File: config.mk
export PLATFORM = sky130hd
export DESIGN_NAME = emad_ram
export DESIGN_NICKNAME = d
export VERILOG_FILES = /design/src/rtl/emad_ram.sv
export SDC_FILE = /design/constraint.sdc
export NUM_CORES = 2
export LEC_CHECK = 0
export BUFFER_PORTS_ARGS = -buffer_cell sky130_fd_sc_hd__buf_2
export CAP_MARGIN = 20
export CORE_MARGIN = 4
export CORE_UTILIZATION = 50
export DETAILED_ROUTE_END_ITERATION = 16
export PLACE_DENSITY_LB_ADDON = 0.2
export SYNTH_ARGS = -nofsm -noshare
export SYNTH_HDL_FRONTEND = slang
export SYNTH_SLANG_ARGS = --single-unit
File: constraint.sdc
create_clock -name clk -period 5.8 [get_ports clk]
set_input_delay 0 -clock clk [delete_from_list [all_inputs] [get_ports clk]]
set_output_delay 0 -clock clk [all_outputs]
set_load 0.01 [all_outputs]
File: src/rtl/emad_ram.sv
// ----------------------------------------------------------------------------
// emad_ram
// Generic single-port RAM with a registered read port.
// ----------------------------------------------------------------------------
`default_nettype none

module emad_ram #(
    parameter int WIDTH = 8,
    parameter int DEPTH = 512
) (
    input  wire logic                     clk,
    input  wire logic                     we,
    input  wire logic [$clog2(DEPTH)-1:0] addr,
    input  wire logic [WIDTH-1:0]         wdata,
    output logic      [WIDTH-1:0]         rdata
);

    logic [WIDTH-1:0] mem [DEPTH];
    logic [WIDTH-1:0] rdata_reg;

    always_ff @(posedge clk) begin
        if (we) begin
            mem[addr] <= wdata;
        end
        rdata_reg <= mem[addr];
    end

    assign rdata = rdata_reg;

endmodule

`default_nettype wire

==> flow_summary.toml <==
[floorplanning]
dieArea_um2 = 326000
die_w_um = 571
fp.coreArea_um2 = 315000
io-pin-count = 27
initial_utilization_pct = 50.2
rows = 206
die_y_um = 571

[yosys]
yosysTopAreaCell = "edfxtp_1"
synth_area_leaders = "edfxtp_1 78%, mux4_2 12%, mux2i_1 2.7%"
synth_compound_area_share_pct = 3.43
synth-adder-area-share_pct = 0
synth_edf_count = 4096
dominantRegCellSynth = "edfxtp_1"
synthXorXnorAreaFrac_pct = 0
post-synth-top-count-cell = "edfxtp_1"
synth-seq-area-share_pct = 77.8
synthMuxAreaShare_pct = 14.5
synth_warnings = 0
synth_cell_types = 67
ys_ff_latch = 4104
syn-cell-area_um2 = 158000
yosys.area.top_type_share_pct = 77.7
syn_nets = 7594
netlist_top_cells_count = "4096 x edfxtp_1, 816 x mux4_2, 548 x nor2_1, 434 x mux2i_1, 196 x clkbuf_1"
syn_avg_cell_area_um2 = 20.9
async_flop_share_pct = 0
yosys.area_share.simple_pct = 2.74
postSynthCellCount = 7575
synth_top_family_by_area = "multiplexers"

[clock_network]
clock_sinks = 4104
path_clk_slew_ns = 0.06
cts_tree = "yes"
cts_htree_levels = 5
cts_root_buffer = "clkbuf_16"
cts.path.max_buffers = 4
cts_buffers = 415
insertion_delay_ns = 0.97

[setup_path]
critPathSlowestCell = "nor3b_1"
crit_type = "input pin to flip-flop"
crit_arrival_ns = 4.47
required_ns = 6.70
max_stage_delay_ns = 1.11
endpoint_kind = "flip-flop"
crit_path_start_kind = "input pin"
critPathMaxFanout = 23
crit_chain = "buf_2, buf_4, and2_1, nand3_1, nor3b_1, a211o_1, nor3_1, and4b_1, nand4_1"
rrSetupSlack_ns = 2.40
cp_num_buf_inv = 2
critPathTopFamily = "simple AND/OR/NAND/NOR gates"

[placed_design]
io_buffers = 26
place_hpwl_um = 268000
gp_congestion = 0.927

[layout]
largest_reg_flops = 4096
fillerInstances = 23100
num-nets-final = 7778
syn_to_final_growth_pct = 12.1
layout-drive-gt1-share_pct = 21.2

[power]
finalPower_mw = 62.1
p_leak_nw = 55.1
powerDensity_nw_per_um2 = 350
ir_drop_v = 0.000252

[detailed_routing]
finalWirelength_um = 438000
antenna_left = 0
viasPerCell = 6.56
drt_first_iter_violations = 11800
drc = 0
wl_per_cell_um = 35.7
vias = 80600
first_pass_iters = 6

[timing]
finalSetupTns_ns = 0
drv_slew = 0
finalHoldViolCount = 0
fin_crit_sh_pct = 61.5
tightest_slew_ns = 1.32
grt_setup_unrepaired = "false"
slew_headroom_pct = 11.7
max_freq_ghz = 0.280
clock_skew_ns = 0.0616
period_needed_ns = 3.57
finalSetupViolations = 0

[hold_path]
hp-class = "input pin to flip-flop"

[grt]
grt_overflow = 0
grt_pass1_vias = 79600
grt_pass1_wl_um = 619000
track_usage_pct = 26.8
grt_max_degree = 193
antenna_found_initial = 24

[status]
status = "complete, no violations"

[flow_run]
maxCapViolations = 0
## power by group
group	internal, mW	switching, mW	leakage [nW]
clock network	15.3	11.4	6.58
registers	32.7	0.0435	36.9
logic	0.860	1.88	11.6
## final cells by class
cell class                 count  area, um2  area share [%]
multi-input combinational   2984      33000            18.6
timing repair buffer         250       2470            1.39
clock inverter               280       2790            1.57
clock buffer                 490      10800            6.07
sequential                  4104     123000            69.4
antenna                       23       57.6          0.0324
inverter                       4       20.0          0.0113
tap                         4160       5200            2.93
## per-stage QoR
step           instance area, um2  util, %  cells  hold WS, ns  setup slack (ns)
3_3_place_gp               164000     51.9  11500        0.479             0.556
3_5_place_dp               164000     51.9  11500        0.489              1.39
2_1_floorplan              158000        -   7575       0.0989              3.35
4_1_cts                    177000     56.3  12300       0.0378              2.29
5_1_grt                    177000     56.3  12300       0.0731              2.27
6_report                   177000     56.3  12300       0.0819              2.23
## path summary, 6_finish.rpt
kind / from / to / cells after the start
worst min register to register: mem[183][0] / rdata[0] / 5
worst min-delay path: wdata[1] / mem[254][1] / 2
worst max-delay path: addr[5] / rdata[6] / 9
worst max register to register: mem[10][3] / rdata[3] / 7
## layer usage
metal  part of all wire [%]  track usage (%)  up-vias
li1                       -                -    32200
met1                     40             38.9    43000
met2                     46             40.4     4585
met3                     10             6.00      823
met4                    4.2             9.58        6
met5                  0.012                0        -
## cells in the final DEF (no fill, tap or decap), drive strengths merged, types with 26 or more instances in the layout
cell type / netlist / final
a211oi: 36 / 36
a21oi: 77 / 77
a221oi: 92 / 92
a22o: 47 / 47
a22oi: 181 / 181
a31oi: 76 / 76
a32oi: 26 / 26
buf: 286 / 241
bufinv: 0 / 44
clkbuf: 197 / 491
clkinv: 0 / 206
edfxtp: 4096 / 4096
mux2i: 434 / 434
mux4: 816 / 816
nand2: 130 / 130
nand3: 47 / 47
nand4: 47 / 47
nor2: 548 / 548
nor4: 38 / 38
o21ai: 45 / 45
o22ai: 118 / 118
## cells by family (layout without fill, tap and decap cells)
kind of cell	Yosys count	after routing
other	0	23
AOI/OAI and AO/OA	758	758
muxes	1268	1268
DFF	4104	4104
and+or+nand+nor	958	958
buffers and inverters	487	1024
## repair_timing
action                                 in CTS  in global routing
resized for setup                           0                  0
hold buffers                                8                  0
endpoints found under the hold margin    1526                  0
setup buffers                               0                  0
Note: power is estimated with default switching activity, not from simulation.
